===== src/design/lli_pkg.sv =====
// shared types, widths and helpers for the two-line intersection block
package lli_pkg;

  localparam int CoordBits = 32;
  localparam int DiffW     = CoordBits + 1;
  localparam int ProdW     = 2 * DiffW;
  localparam int NdW       = ProdW + 1;
  localparam int LoW       = NdW / 2 + 1;
  localparam int HiW       = NdW - LoW;
  localparam int PpW       = DiffW + LoW;
  localparam int FullW     = NdW + DiffW;
  localparam int QuoBits   = DiffW;
  localparam int SumW      = QuoBits + 2;

  typedef logic signed [CoordBits-1:0] coord_t;
  typedef logic signed [DiffW-1:0]     diff_t;
  typedef logic signed [ProdW-1:0]     prod_t;
  typedef logic signed [NdW-1:0]       nd_t;
  typedef logic        [NdW-1:0]       ndmag_t;
  typedef logic        [DiffW-1:0]     dmag_t;
  typedef logic        [PpW-1:0]       pp_t;
  typedef logic        [FullW-1:0]     full_t;
  typedef logic        [QuoBits-1:0]   quo_t;
  typedef logic signed [SumW-1:0]      sum_t;

  typedef struct packed {
    coord_t line_one_start_x;
    coord_t line_one_start_y;
    coord_t line_one_end_x;
    coord_t line_one_end_y;
    coord_t line_two_start_x;
    coord_t line_two_start_y;
    coord_t line_two_end_x;
    coord_t line_two_end_y;
  } lli_seg_t;

  typedef struct packed {
    coord_t a1x;
    coord_t a1y;
    diff_t  d1x;
    diff_t  d1y;
    nd_t    num;
    nd_t    den;
  } lli_nd_t;

  // one divider lane per coordinate
  typedef struct packed {
    full_t rem;
    quo_t  quo;
    logic  neg;
    logic  big;
  } lli_lane_t;

  typedef struct packed {
    coord_t    a1x;
    coord_t    a1y;
    full_t     dsh;
    logic      par;
    lli_lane_t lx;
    lli_lane_t ly;
  } lli_div_t;

  typedef struct packed {
    coord_t cross_x;
    coord_t cross_y;
    logic   parallel_flag;
    logic   saturated_flag;
  } lli_pt_t;

  typedef struct packed {
    coord_t val;
    logic   sat;
  } lli_clamp_t;

  localparam sum_t SumMax = sum_t'({1'b0, {(CoordBits-1){1'b1}}});
  localparam sum_t SumMin = -SumMax - sum_t'(1);

  function automatic lli_clamp_t coord_out(input coord_t a1, input lli_lane_t ln);
    lli_clamp_t r;
    sum_t       q;
    sum_t       s;
    q = sum_t'({2'b00, ln.quo});
    s = sum_t'(a1) + (ln.neg ? -q : q);
    r.sat = 1'b1;
    if (ln.big) begin
      r.val = ln.neg ? coord_t'(SumMin) : coord_t'(SumMax);
    end else if (s > SumMax) begin
      r.val = coord_t'(SumMax);
    end else if (s < SumMin) begin
      r.val = coord_t'(SumMin);
    end else begin
      r.val = coord_t'(s);
      r.sat = 1'b0;
    end
    return r;
  endfunction

endpackage


===== src/design/lli_div_step.sv =====
// one restoring divider stage: one quotient bit for each coordinate
module lli_div_step (
  input  logic              clk,
  input  logic              rst,
  input  logic              en,
  input  logic              in_valid,
  input  lli_pkg::lli_div_t din,
  output logic              out_valid,
  output lli_pkg::lli_div_t dout
);

  logic              gex, gey;
  lli_pkg::lli_div_t dout_next;

  assign gex = (din.lx.rem >= din.dsh);
  assign gey = (din.ly.rem >= din.dsh);

  always_comb begin
    dout_next        = din;
    dout_next.dsh    = din.dsh >> 1;
    dout_next.lx.rem = gex ? din.lx.rem - din.dsh : din.lx.rem;
    dout_next.lx.quo = {din.lx.quo[lli_pkg::QuoBits-2:0], gex};
    dout_next.ly.rem = gey ? din.ly.rem - din.dsh : din.ly.rem;
    dout_next.ly.quo = {din.ly.quo[lli_pkg::QuoBits-2:0], gey};
  end

  always_ff @(posedge clk) begin
    if (rst) begin
      out_valid <= 1'b0;
    end else if (en) begin
      out_valid <= in_valid;
    end
  end

  always_ff @(posedge clk) begin
    if (en) begin
      dout <= dout_next;
    end
  end

endmodule

===== config.mk =====
export PLATFORM = sky130hd
export DESIGN_NAME = lli_div_step
export DESIGN_NICKNAME = d
export VERILOG_FILES = /design/src/design/lli_pkg.sv /design/src/design/lli_div_step.sv
export SDC_FILE = /design/constraint.sdc
export NUM_CORES = 1
export LEC_CHECK = 0
export ABC_CLOCK_PERIOD_IN_PS = 10400
export CELL_PAD_IN_SITES_DETAIL_PLACEMENT = 1
export CELL_PAD_IN_SITES_GLOBAL_PLACEMENT = 2
export CORE_AREA = 2 2 336 338
export DETAILED_ROUTE_END_ITERATION = 6
export DIE_AREA = 0 0 338 340
export DONT_BUFFER_PORTS = 1
export PLACE_DENSITY_LB_ADDON = 0.1
export SLEW_MARGIN = 40
export SYNTH_ARGS = -nofsm -noshare
export SYNTH_HDL_FRONTEND = slang
export SYNTH_SLANG_ARGS = --single-unit
export TNS_END_PERCENT = 50

===== constraint.sdc =====
create_clock -name clk -period 10.4 [get_ports clk]
set_input_delay 0.52 -clock clk [delete_from_list [all_inputs] [get_ports clk]]
set_output_delay 0.52 -clock clk [all_outputs]
set_load 0.01 [all_outputs]

==> results of run 1 <==
path summary, 6_finish.rpt:
check            start         to  slack, ns  cells after the start
min reg2reg  out_valid  out_valid       0.58                      2
max reg2reg  out_valid  out_valid       9.75                      2
max           din[314]  dout[174]       4.81                     16
min           in_valid  out_valid       0.05                      2
cells in the mapped netlist (all sizes together) (10+ instances only):
master  number  share of area (%)
o21a        34               0.88
nor2       245                3.2
nand2b      18               0.39
a21oi      364                6.3
a31oi       21               0.45
nand4      105                2.3
inv        154                2.0
xor2        75                2.3
or3         13               0.28
buf         50                1.1
and3        13               0.28
or2         11               0.24
nand2      226                2.9
clkbuf     101                1.3
nor3        32               0.59
mux2        89                4.4
o21bai      47                1.2
nor2b       14               0.30
ha         200                8.6
a221oi      10               0.30
a21boi      12               0.31
a21o        94                2.4
o31ai       27               0.75
edfxtp     434                 45
nor4        14               0.32
xnor2      112                3.4
o211ai      11               0.30
and2        12               0.27
o21ai      191                3.3
a211oi      15               0.42
nand3       55               0.95
metrics by stage:
stage	total power [uW]	utilization (%)	worst slack [ns]
final	5777	30.92	4.807
after global placement	3748	27.12	3.559
after global routing	6022	30.91	4.292
after CTS	5826	30.87	4.493
after detailed placement	3746	27.14	3.781
after floorplan	3256	-	6.719
layout make-up:
class,instances,area (um2)
fill,12518,77080
multi-input combinational,2153,14660
sequential,435,13050
timing repair buffer,251,2502
tap,1500,1877
clock buffer,60,1331
inverter,154,588.1
clock inverter,36,480.5
antenna,4,10.01
layout by cell type, fill, tap and decap left out, types with 18 or more instances in the layout:
| cell type | Yosys | final |
|---|---|---|
| sky130_fd_sc_hd__edfxtp_1 | 434 | 434 |
| sky130_fd_sc_hd__a21oi_1 | 361 | 360 |
| sky130_fd_sc_hd__nor2_1 | 245 | 245 |
| sky130_fd_sc_hd__dlygate4sd3_1 | 0 | 236 |
| sky130_fd_sc_hd__nand2_1 | 226 | 226 |
| sky130_fd_sc_hd__ha_1 | 200 | 200 |
| sky130_fd_sc_hd__o21ai_0 | 175 | 175 |
| sky130_fd_sc_hd__inv_1 | 151 | 151 |
| sky130_fd_sc_hd__xnor2_1 | 112 | 112 |
| sky130_fd_sc_hd__nand4_1 | 105 | 105 |
| sky130_fd_sc_hd__a21o_1 | 94 | 94 |
| sky130_fd_sc_hd__mux2_4 | 76 | 76 |
| sky130_fd_sc_hd__xor2_1 | 75 | 75 |
| sky130_fd_sc_hd__nand3_1 | 55 | 55 |
| sky130_fd_sc_hd__clkbuf_16 | 0 | 52 |
| sky130_fd_sc_hd__o21bai_1 | 46 | 46 |
| sky130_fd_sc_hd__o21a_1 | 34 | 34 |
| sky130_fd_sc_hd__nor3_1 | 30 | 30 |
| sky130_fd_sc_hd__o31ai_1 | 26 | 26 |
| sky130_fd_sc_hd__a31oi_1 | 21 | 21 |
| sky130_fd_sc_hd__nand2b_1 | 18 | 18 |
power by group through the flow:
stage	clock network, uW	registers (uW)	logic, uW
floorplan	0	2360	895
CTS	2020	2450	1350
global placement	0	2490	1260
global route	2090	2460	1470
detailed placement	0	2480	1260
finish	1980	2450	1350
critical path, cell delays in order:
cell,delay [ns]
sky130_fd_sc_hd__inv_1,0.10
sky130_fd_sc_hd__ha_1,0.45
sky130_fd_sc_hd__nand4_1,0.20
sky130_fd_sc_hd__nor4_1,0.72
sky130_fd_sc_hd__nand2b_1,0.20
sky130_fd_sc_hd__nor2_1,0.24
sky130_fd_sc_hd__nand3_1,0.27
sky130_fd_sc_hd__nor4_1,0.67
sky130_fd_sc_hd__nor2_1,0.08
sky130_fd_sc_hd__o21ai_0,0.31
sky130_fd_sc_hd__a41oi_4,0.04
sky130_fd_sc_hd__buf_4,0.32
sky130_fd_sc_hd__and2_4,0.36
sky130_fd_sc_hd__inv_6,0.45
sky130_fd_sc_hd__buf_6,0.57
sky130_fd_sc_hd__mux2_4,0.36
routing by layer:
metal / share of wire (%) / up-vias / global-route usage [%]
li1: - / 11028 / -
met1: 40 / 11983 / 28.93
met2: 49 / 707 / 42.53
met3: 7.0 / 137 / 6.318
met4: 3.5 / 10 / 7.759
met5: 0.048 / - / 0
flip-flops by register name, summed over array words and instances (netlist names):
register   count
dout         434
out_valid      1
cell families after synthesis:
| logic type | synth area share (%) |
|---|---|
| AOI/OAI and AO/OA | 18.80 |
| xor gates and xnor gates | 5.655 |
| adders and majority gates | 8.778 |
| buffers and inverters | 4.462 |
| DFF | 45.06 |
| muxes | 4.652 |
| other | 0.01295 |
| and+or+nand+nor | 12.57 |
repair_timing:
| action | in CTS | in global routing |
|---|---|---|
| endpoints found under the hold margin | 235 | 2 |
| hold buffers | 235 | 1 |
| gates resized for setup | 0 | 0 |
==> summary by stage, run 1 <==
Power and ir drop
Of the total power, the share spent switching nets is 33.28%. The part of the total power dissipated in combinational logic is around a quarter. The sequential share of power is approximately 42%. The total net switching power is ~1900 uW. The power density relative to cell area is 167.5 mW/mm2. The share of total power dissipated in the clock network is 34.2%. The maximum ir drop on the vdd rail is about 120 uV. The cell leakage power is 0.01312 uW.

The total internal power is about 3900 uW.

Clock network
The clock reaches the later pin of the worst-skew pair after around 0.65 ns. The root buffer cell chosen for the clock tree is sky130_fd_sc_hd__clkbuf_16. The number of buffers inserted during clock tree synthesis is 52.

The TritonCTS clock tree is built. The number of setup buffers added after CTS is 0. Counting every sink on the clock net gives about 440.

The clock passes through at most 3 buffers. Clock-pin slew was measured on the worst setup and hold paths at around 0.060 ns. The number of H-tree levels is 2.

Floorplanning
From left edge to right edge, the die measures 338 um. The site row count is approximately 120. The initial standard-cell utilization of the core is ~26%.

The area of the core region is about 0.11 mm2. The die covers approximately 0.11 mm2. The number of top-level pins is 875. The die is between 300 and 400 um tall.

Timing
The pin slew with the least headroom to its limit is about 3.6 ns. The maximum clock rate is between 0.15 and 0.2 GHz. Setup repair after global routing left no endpoint under its margin. The max-slew violation total from the final report was around 320. In the finished design, the share of the clock period the worst path needs comes to 53.78%. Setup violations remaining at the end of the flow were counted as 0. The setup skew after layout is 0 ns. On the final layout, the worst hold slack is a little under 0.05 ns. For the final routed database, the setup TNS stands at 0 ns. The final critical path time including I/O delays and setup is around 5.6 ns.

The total count of hold-check failures in the final report came to 0. Measured against its own limit, the worst slew margin works out to -140.6%.

Detailed routing
The total DRC errors in the routed layout is 0. The first-pass iteration count of the detailed router is 5. The wire length reported by the detailed router is between 100000 and 150000 um. The total vias in the final route is roughly 24000. The post-detailed-route wirelength per cell is 31.57 um. After detailed routing, the number of vias per cell comes to a little over 5.

In this run the remaining antenna-violating nets after routing total 0. The number of violations reported at the end of detailed-routing iteration 0 is about 1300.

Layout
The post-route netlist has roughly 7.1% of its cells at a drive strength greater than 1. After routing the design area is 0.03450 mm2. The finished layout holds between 4000 and 5000 standard cells, fillers aside.

The final-stage net count is between 3000 and 4000. The area growth from synthesis to final layout is 19.11%.

GRT
The pin count of the biggest net entering global routing is 435. The number of global-route vias before repair is 25292. The number of antenna violations at the first check in global routing was 11. The first global-routing pass estimated roughly 200000 um of wire. For this run the aggregate overflow at the end of global routing stands at 0.

Global routing used between 20 and 25% of the available tracks across all layers.

Status
The checks that failed: max-slew violations. The flow ran to the end, but the final reports show violations.

Yosys
After synthesis the netlist holds a flip-flop and latch count of approximately 440. The count of cell types in the netlist is 90. The instance count of the mapped netlist is a little under 3000. In the synthesized netlist the dominant register cell turns out to be sky130_fd_sc_hd__edfxtp_1.

Averaged over all synthesized cells, the footprint is approximately 10 um2. For this run, the number of Yosys warnings is 0. The number of nets produced by synthesis is around 3500. The number of enable-type register cells in the synthesized netlist is 434. Summing the sequential cell areas from Yosys gives between 40% and 50% of the chip area. The synthesized netlist occupies a cell area of a little under 0.03 mm2. For this run, asynchronously set or reset flops after synthesis account for 0%.

Critical path
The worst setup path is launched from an input port. In this run the worst path has a maximum fanout of 44. STA puts the critical path data arrival time at 6.01 ns. The worst setup path is captured at a flip-flop. For the worst setup path, the data required time is 10.81 ns.

The critical path class is in -> reg.

Place
Routability-driven placement finished with a final weighted congestion of roughly 0.86. Counting tap cells, the placed design contains a total of 4256 instances. The HPWL after detailed placement is between 100000 and 150000 um. The count of buffers from port buffering is 0. Summing all placed instances gives a cell area of approximately 0.030 mm2.

Run
Across the run, the number of max-cap violations was 0.

Min path
The tightest min-delay check is of the in -> reg type.
No activity file was read; power rests on OpenSTA's default activity.
==> run 2, diff against run 1 <==
--- a/config.mk
+++ b/config.mk
@@ -5,12 +5,12 @@
 export SDC_FILE = /design/constraint.sdc
 export NUM_CORES = 1
 export LEC_CHECK = 0
-export ABC_CLOCK_PERIOD_IN_PS = 10400
+export ABC_CLOCK_PERIOD_IN_PS = 5100
 export CELL_PAD_IN_SITES_DETAIL_PLACEMENT = 1
 export CELL_PAD_IN_SITES_GLOBAL_PLACEMENT = 2
-export CORE_AREA = 2 2 336 338
+export CORE_AREA = 2 2 342 344
 export DETAILED_ROUTE_END_ITERATION = 6
-export DIE_AREA = 0 0 338 340
+export DIE_AREA = 0 0 344 346
 export DONT_BUFFER_PORTS = 1
 export PLACE_DENSITY_LB_ADDON = 0.1
 export SLEW_MARGIN = 40
==> constraint.sdc (replaced) <==
create_clock -name clk -period 5.1 [get_ports clk]
set_input_delay 0.255 -clock clk [delete_from_list [all_inputs] [get_ports clk]]
set_output_delay 0.255 -clock clk [all_outputs]
set_load 0.01 [all_outputs]
==> summary by stage, run 2 (synthesis gave the netlist of run 1 again) <==
Timing
The worst setup margin is 0.3313 ns (was 4.807 ns). The setup skew after layout is 0 ns (unchanged). The max-slew violation total from the final report is 0 (was 319). Of the available clock period, the critical path in the final layout requires 93.50%.

The worst path in the final design needs a cycle of about 4.8 ns, including I/O delays and setup. The total count of hold-check failures in the final report is 0 (unchanged). The worst relative slew slack is 44.05% (was -140.6%). The maximum clock rate is about 0.21 GHz.

The final total negative setup slack is 0 ns (unchanged). RSZ-0062 raised after global routing: no (unchanged). The pin slew with the least headroom to its limit is 0.8393 ns (was 3.609 ns).

The number of endpoints failing setup at the final stage is 0 (unchanged). The final-layout worst hold slack is 0.03947 ns (was 0.04828 ns).

Clock network
The clock latency on the worst-skew pair was 0.66 ns (was 0.65 ns). The number of buffers inserted during clock tree synthesis is 53 (was 52). The TritonCTS clock tree is built (unchanged). The root buffer selected by CTS is sky130_fd_sc_hd__clkbuf_16 (unchanged). The clock transition at the registers of the reported paths is 0.06 ns (about the same). The number of post-CTS setup repair buffers came to 0 (unchanged).

The number of H-tree levels came to 2 (unchanged). The clock tree buffer depth was 3 (unchanged). The number of sinks driven by the clock tree is 435 (unchanged).

Floorplanning
The initial standard-cell utilization of the core is 25.09% (was 25.96%). The area of the core region was 0.1154 mm2 (was 0.1116 mm2). The die extent in y was 346 um (was 340 um). The area enclosed by the die boundary is 0.1190 mm2 (was 0.1149 mm2). The horizontal die dimension came to 344 um (was 338 um). The site row count was 125 (was 123).

The number of top-level pins was 875 (unchanged).

GRT
The total grt overflow is 0 (unchanged). The number of antenna violations at the first check in global routing is 8 (was 11). The overall fraction of global-route tracks in use is 24.59% (was 24.35%).

The number of global-route vias before repair is 26551 (was 25292). The pin count of the biggest net entering global routing is 436 (was 435). The global-route wire length before repair is 209200 um (was 199500 um).

Place
The HPWL after detailed placement was 118700 um (was 117600 um). The weighted congestion reported at the end of routability-driven placement was 0.8776 (was 0.8632). The count of buffers from port buffering was 0 (unchanged). The pre-CTS worst setup slack is 0.2089 ns (was 3.781 ns).

Critical path
Cell-by-cell listing of the critical path: dlygate4sd3_1, inv_1, ha_1, fa_1, nand2b_1, a21oi_1, o21bai_1, a21oi_1, o21ai_2, o211ai_2, a41oi_2, o21bai_2, a41oi_4, and2_4, inv_6, buf_12, mux2i_1, dlygate4sd3_1 (was inv_1, ha_1, nand4_1, nor4_1, nand2b_1, nor2_1, nand3_1, nor4_1, nor2_1, o21ai_0, a41oi_4, buf_4, and2_4, inv_6, buf_6, mux2_4). The register-to-register path setup slack is 3.89 ns (was 9.75 ns). The type of destination of the critical path is a flip-flop (unchanged).

The cell class contributing the biggest share of worst-path delay is compound AO/OA/AOI/OAI gates (was simple AND/OR/NAND/NOR gates). The data arrival time of the critical path is 5.19 ns (was 6.01 ns). The data required time at the worst endpoint was 5.52 ns (was 10.81 ns).

The delay of the slowest cell on the worst path was 0.55 ns (was 0.72 ns). The slowest library cell on the worst path is sky130_fd_sc_hd__dlygate4sd3_1 (was sky130_fd_sc_hd__nor4_1). The critical path class is in -> reg (unchanged). The launching element type of the critical path is an input port (unchanged).

The maximum fanout encountered on the critical timing path came to 25 (was 44). The worst path buffer plus inverter count is 5 (was 4).

Run
The max-cap check violation count is 0 (unchanged).

Layout
The register with the highest flop count is dout (unchanged). Largest regs: dout: 434 flops, out_valid: 1 flops (unchanged). The utilization after layout was 32.11% (was 30.92%). The area growth from synthesis to final layout is 27.98% (was 19.11%). The number of flip-flops under the largest register name is 434 (unchanged).

The final-stage net count is 3950 (was 3688). The total of fill cells in the finished design is 12923 (was 12518). Top library cells by usage in the layout, fill and taps aside: 434 x sky130_fd_sc_hd__edfxtp_1, 434 x sky130_fd_sc_hd__dlygate4sd3_1, 360 x sky130_fd_sc_hd__a21oi_1 (was 434 x sky130_fd_sc_hd__edfxtp_1, 360 x sky130_fd_sc_hd__a21oi_1, 245 x sky130_fd_sc_hd__nor2_1).

The share of final-layout standard cells stronger than drive strength 1 is 8.358% (was 7.122%).

Detailed routing
The first-pass iteration count of the detailed router is 5 (unchanged). The number of violations reported at the end of detailed-routing iteration 0 came to 1635 (was 1264). The total DRC errors in the routed layout is 0 (unchanged). The wire length reported by the detailed router was 151900 um (was 145000 um). The total vias in the final route is 25001 (was 23865). The post-detailed-route wirelength per cell is 31.16 um (was 31.57 um). The via count normalized by instance count is 5.127 (was 5.196). The remaining antenna violation count is 0 (unchanged).

Power and ir drop
The maximum ir drop on the vdd rail is 246.7 uV (was 115.5 uV). The cell leakage power was 0.01430 uW (was 0.01312 uW). The total power is 12030 uW (was 5777 uW). The power density relative to cell area is 324.6 mW/mm2 (was 167.5 mW/mm2).

Min path
The class of the worst hold path is in -> reg (unchanged).

Status
Status: completed (was complete, but fails checks).
-- run 2: cell count changes in the layout (fill, tap and decap cells not counted), sizes merged --
cell / previous run / this run
dlygate4sd3: 236 / 434
buf: 15 / 78
bufinv: 8 / 6
diode: 4 / 2
clkbuf: 60 / 61
clkinv: 20 / 21
clkinvlp: 6 / 5
inv: 156 / 157
-- run 2: where the power goes --
| part | switching [uW] | internal [uW] | leakage, uW | total (uW) |
|---|---|---|---|---|
| Combinational | 1820 | 1260 | 0.00920 | 3080 |
| Sequential | 523 | 4460 | 0.00426 | 4980 |
| Clock | 1740 | 2230 | 0.000842 | 3970 |
| Total | 4080 | 7950 | 0.0143 | 12000 |
-- run 2: worst paths after layout --
path                   from   endpoint  cells past startpoint
setup / recovery   din[170]  dout[170]                     18
hold / removal           en   dout[92]                      1
setup reg to reg  out_valid  out_valid                      3
hold reg to reg   out_valid  out_valid                      3
-- run 2: per-stage QoR --
stage               area (um2)  cells
floorplan                28960   2893
global placement         30840   4340
detailed placement       30840   4340
CTS                      36940   4870
global route             37060   4874
finish                   37070   4876
-- run 2: layer usage --
| layer | GRT usage (%) | vias to the layer above | wire length [um] |
|---|---|---|---|
| li1 | - | 11570 | - |
| met1 | 30.46 | 12516 | 63290 |
| met2 | 43.89 | 797 | 76670 |
| met3 | 4.326 | 116 | 8310 |
| met4 | 5.732 | 2 | 3643 |
| met5 | 0 | - | 13 |
-- run 2: layout make-up --
| cell class | count | area (um2) | area share, % |
|---|---|---|---|
| Multi-Input combinational cell | 2153 | 14660 | 39.54 |
| Clock buffer | 61 | 1356 | 3.659 |
| Sequential cell | 435 | 13050 | 35.21 |
| Clock inverter | 35 | 405.4 | 1.094 |
| Timing Repair Buffer | 512 | 5097 | 13.75 |
| Antenna cell | 2 | 5.005 | 0.01350 |
| Inverter | 154 | 588.1 | 1.586 |
| Tap cell | 1524 | 1907 | 5.144 |
-- run 2: repair_timing --
item / in CTS / in global routing
hold buffers: 434 / 1
endpoints found under the hold margin: 826 / 91
resized for setup: 0 / 0
==> run 3, diff against run 2 <==
--- a/config.mk
+++ b/config.mk
@@ -9,6 +9,7 @@
 export CELL_PAD_IN_SITES_DETAIL_PLACEMENT = 1
 export CELL_PAD_IN_SITES_GLOBAL_PLACEMENT = 2
 export CORE_AREA = 2 2 342 344
+export CTS_BUF_LIST = sky130_fd_sc_hd__clkbuf_16
 export DETAILED_ROUTE_END_ITERATION = 6
 export DIE_AREA = 0 0 344 346
 export DONT_BUFFER_PORTS = 1
==> summary by stage, run 3 (synthesis gave the netlist of run 1 again) <==
Status
Status: completed (unchanged).

Floorplanning
The site row count was 125 (unchanged). The initial standard-cell utilization of the core is 25.09% (unchanged). The die extent in y was 346 um (unchanged).

The horizontal die dimension is 344 um (unchanged). The area enclosed by the die boundary is 0.1190 mm2 (unchanged). The number of top-level pins is 875 (unchanged). The area of the core region is 0.1154 mm2 (unchanged).

Critical path
The slowest library cell on the worst path is sky130_fd_sc_hd__dlygate4sd3_1 (unchanged). The delay of the slowest cell on the worst path is 0.55 ns (about the same). The cell class contributing the biggest share of worst-path delay is compound AO/OA/AOI/OAI gates (unchanged).

The critical path class is in -> reg (unchanged). The data required time at the worst endpoint was 5.52 ns (about the same). The launching element type of the critical path is an input port (unchanged).

The worst path buffer plus inverter count is 5 (unchanged). The count of cells along the worst register-to-register path came to 3 (unchanged). The type of destination of the critical path is a flip-flop (unchanged).

The startpoint of the worst register-to-register path is out_valid (unchanged). The maximum fanout encountered on the critical timing path is 25 (unchanged). The register-to-register path setup slack is 3.89 ns (about the same). Cell-by-cell listing of the critical path: dlygate4sd3_1, inv_1, ha_1, fa_1, nand2b_1, a21oi_1, o21bai_1, a21oi_1, o21ai_2, o211ai_2, a41oi_2, o21bai_2, a41oi_4, and2_4, inv_6, buf_12, mux2i_1, dlygate4sd3_1 (unchanged). The end of the worst register-to-register path is out_valid (unchanged). The data arrival time of the critical path is 5.21 ns (was 5.19 ns).

GRT
The overall fraction of global-route tracks in use was 24.57% (was 24.59%). The number of global-route vias before repair is 26547 (was 26551). The total grt overflow was 0 (unchanged). The pin count of the biggest net entering global routing is 436 (unchanged). The number of antenna violations at the first check in global routing is 7 (was 8). The global-route wire length before repair is 209100 um (was 209200 um).

Power and ir drop
The total internal power is 7933 uW (was 7949 uW). The clock network fraction of design power was 32.9% (was 33.0%). The total power is 12010 uW (was 12030 uW). The part of the total power dissipated in combinational logic is 25.6% (about the same). The power density relative to cell area was 324.0 mW/mm2 (was 324.6 mW/mm2). The total net switching power came to 4075 uW (was 4081 uW). The switching part of the total was 33.94% (was 33.93%). The cell leakage power came to 0.01433 uW (was 0.01430 uW). The maximum ir drop on the vdd rail is 246.3 uV (was 246.7 uV).

The sequential share of power is 41.5% (was 41.4%).

Detailed routing
The total vias in the final route is 24957 (was 25001). The post-detailed-route wirelength per cell was 31.15 um (was 31.16 um). The number of violations reported at the end of detailed-routing iteration 0 was 1577 (was 1635). The total DRC errors in the routed layout is 0 (unchanged). The first-pass iteration count of the detailed router was 5 (unchanged). The wire length reported by the detailed router is 151900 um (about the same).

The via count normalized by instance count is 5.118 (was 5.127). The remaining antenna violation count was 0 (unchanged).

Clock network
The number of H-tree levels is 2 (unchanged). The number of resized instances in the post-cts repair step is 0 (unchanged). The clock transition at the registers of the reported paths is 0.06 ns (about the same).

The number of buffers inserted during clock tree synthesis is 53 (unchanged). The clock tree buffer depth was 3 (unchanged). The clock latency on the worst-skew pair is 0.66 ns (about the same).

The root buffer selected by CTS was sky130_fd_sc_hd__clkbuf_16 (unchanged). The TritonCTS clock tree is built (unchanged). The number of sinks driven by the clock tree is 435 (unchanged).

Timing
The pin slew with the least headroom to its limit is 0.8475 ns (was 0.8393 ns). The final total negative setup slack came to 0 ns (unchanged). RSZ-0062 raised after global routing: no (unchanged). The fraction of the cycle the final worst path needs was 93.88% (was 93.50%).

The number of endpoints failing setup at the final stage is 0 (unchanged). The max-slew violation total from the final report was 0 (unchanged). The total count of hold-check failures in the final report came to 0 (unchanged).

The worst setup margin is 0.3120 ns (was 0.3313 ns). The final-layout worst hold slack is 0.04109 ns (was 0.03947 ns). The worst relative slew slack came to 43.50% (was 44.05%). The maximum clock rate is 0.2089 GHz (was 0.2097 GHz). The final critical path time including I/O delays and setup was 4.788 ns (was 4.769 ns). The setup skew after layout came to 0 ns (unchanged).

Layout
The area growth from synthesis to final layout is 27.98% (unchanged). Largest regs: dout: 434 flops, out_valid: 1 flops (unchanged). The total of fill cells in the finished design is 12917 (was 12923). The number of flip-flops under the largest register name is 434 (unchanged). The utilization after layout is 32.11% (unchanged). Top library cells by usage in the layout, fill and taps aside: 434 x sky130_fd_sc_hd__edfxtp_1, 434 x sky130_fd_sc_hd__dlygate4sd3_1, 360 x sky130_fd_sc_hd__a21oi_1 (unchanged). The register with the highest flop count is dout (unchanged). The share of final-layout standard cells stronger than drive strength 1 came to 8.358% (unchanged). The final-stage net count was 3950 (unchanged).

Place
The HPWL after detailed placement came to 118700 um (unchanged). The count of buffers from port buffering is 0 (unchanged). The pre-CTS worst setup slack was 0.2089 ns (unchanged). The weighted congestion reported at the end of routability-driven placement is 0.8776 (unchanged).

Min path
The beginning of the worst hold path was en (unchanged). The worst hold path cell count is 1 (unchanged). The hold path endpoint is dout[92] (unchanged).

The class of the worst hold path is in -> reg (unchanged).

Run
The max-cap check violation count is 0 (unchanged).
[run 3: cell type report]
cell class                 count  area [um2]  share of cell area (%)
sequential                   435       13050                   35.21
antenna                        2       5.005                 0.01350
multi-input combinational   2153       14660                   39.54
clock inverter                43       435.4                   1.175
timing repair buffer         512        5097                   13.75
clock buffer                  53        1326                   3.578
inverter                     154       588.1                   1.586
tap                         1524        1907                   5.144
[run 3: how the worst max path moves through the flow]
stage	startpoint	end	slack, ns	cells after the start
final	din[170]	dout[170]	0.31	18
after global routing	din[170]	dout[170]	0.06	18
after CTS	din[170]	dout[170]	0.33	18
after detailed placement	din[35]	dout[121]	0.21	16
after global placement	din[35]	dout[121]	0.29	16
after floorplan	din[170]	dout[173]	1.68	16
[run 3: metal layers]
| layer | track usage (%) | vias up | part of all wire [%] |
|---|---|---|---|
| li1 | - | 11576 | - |
| met1 | 30.48 | 12473 | 42 |
| met2 | 43.84 | 798 | 50 |
| met3 | 4.282 | 110 | 5.4 |
| met4 | 5.670 | 0 | 2.4 |
| met5 | 0 | - | 0 |
[run 3: repair_timing]
item,in CTS,in global routing
endpoints found under the setup margin,0,0
hold buffers,434,1
hold endpoints to repair,826,91
buffers inserted,0,0
[run 3: power groups by stage]
stage / Sequential (uW) / Combinational, uW / Clock, uW
2_1_floorplan: 4820 / 1820 / 0
3_3_place_gp: 5060 / 2670 / 0
3_5_place_dp: 5060 / 2680 / 0
4_1_cts: 4990 / 3010 / 4070
5_1_grt: 5000 / 3350 / 4180
6_report: 4980 / 3080 / 3950
[run 3: worst register-to-register path, stage by stage (launching register included)]
cell and delay [ns]:
sky130_fd_sc_hd__dfxtp_1 0.35, sky130_fd_sc_hd__mux2i_1 0.14, sky130_fd_sc_hd__nor2_1 0.05, sky130_fd_sc_hd__dlygate4sd3_1 0.55
[run 3: through the flow]
stage	std cells	cell area, um2
finish	4876	37070
global route	4874	37060
CTS	4870	36940
detailed placement	4340	30840
global placement	4340	30840
floorplan	2893	28960
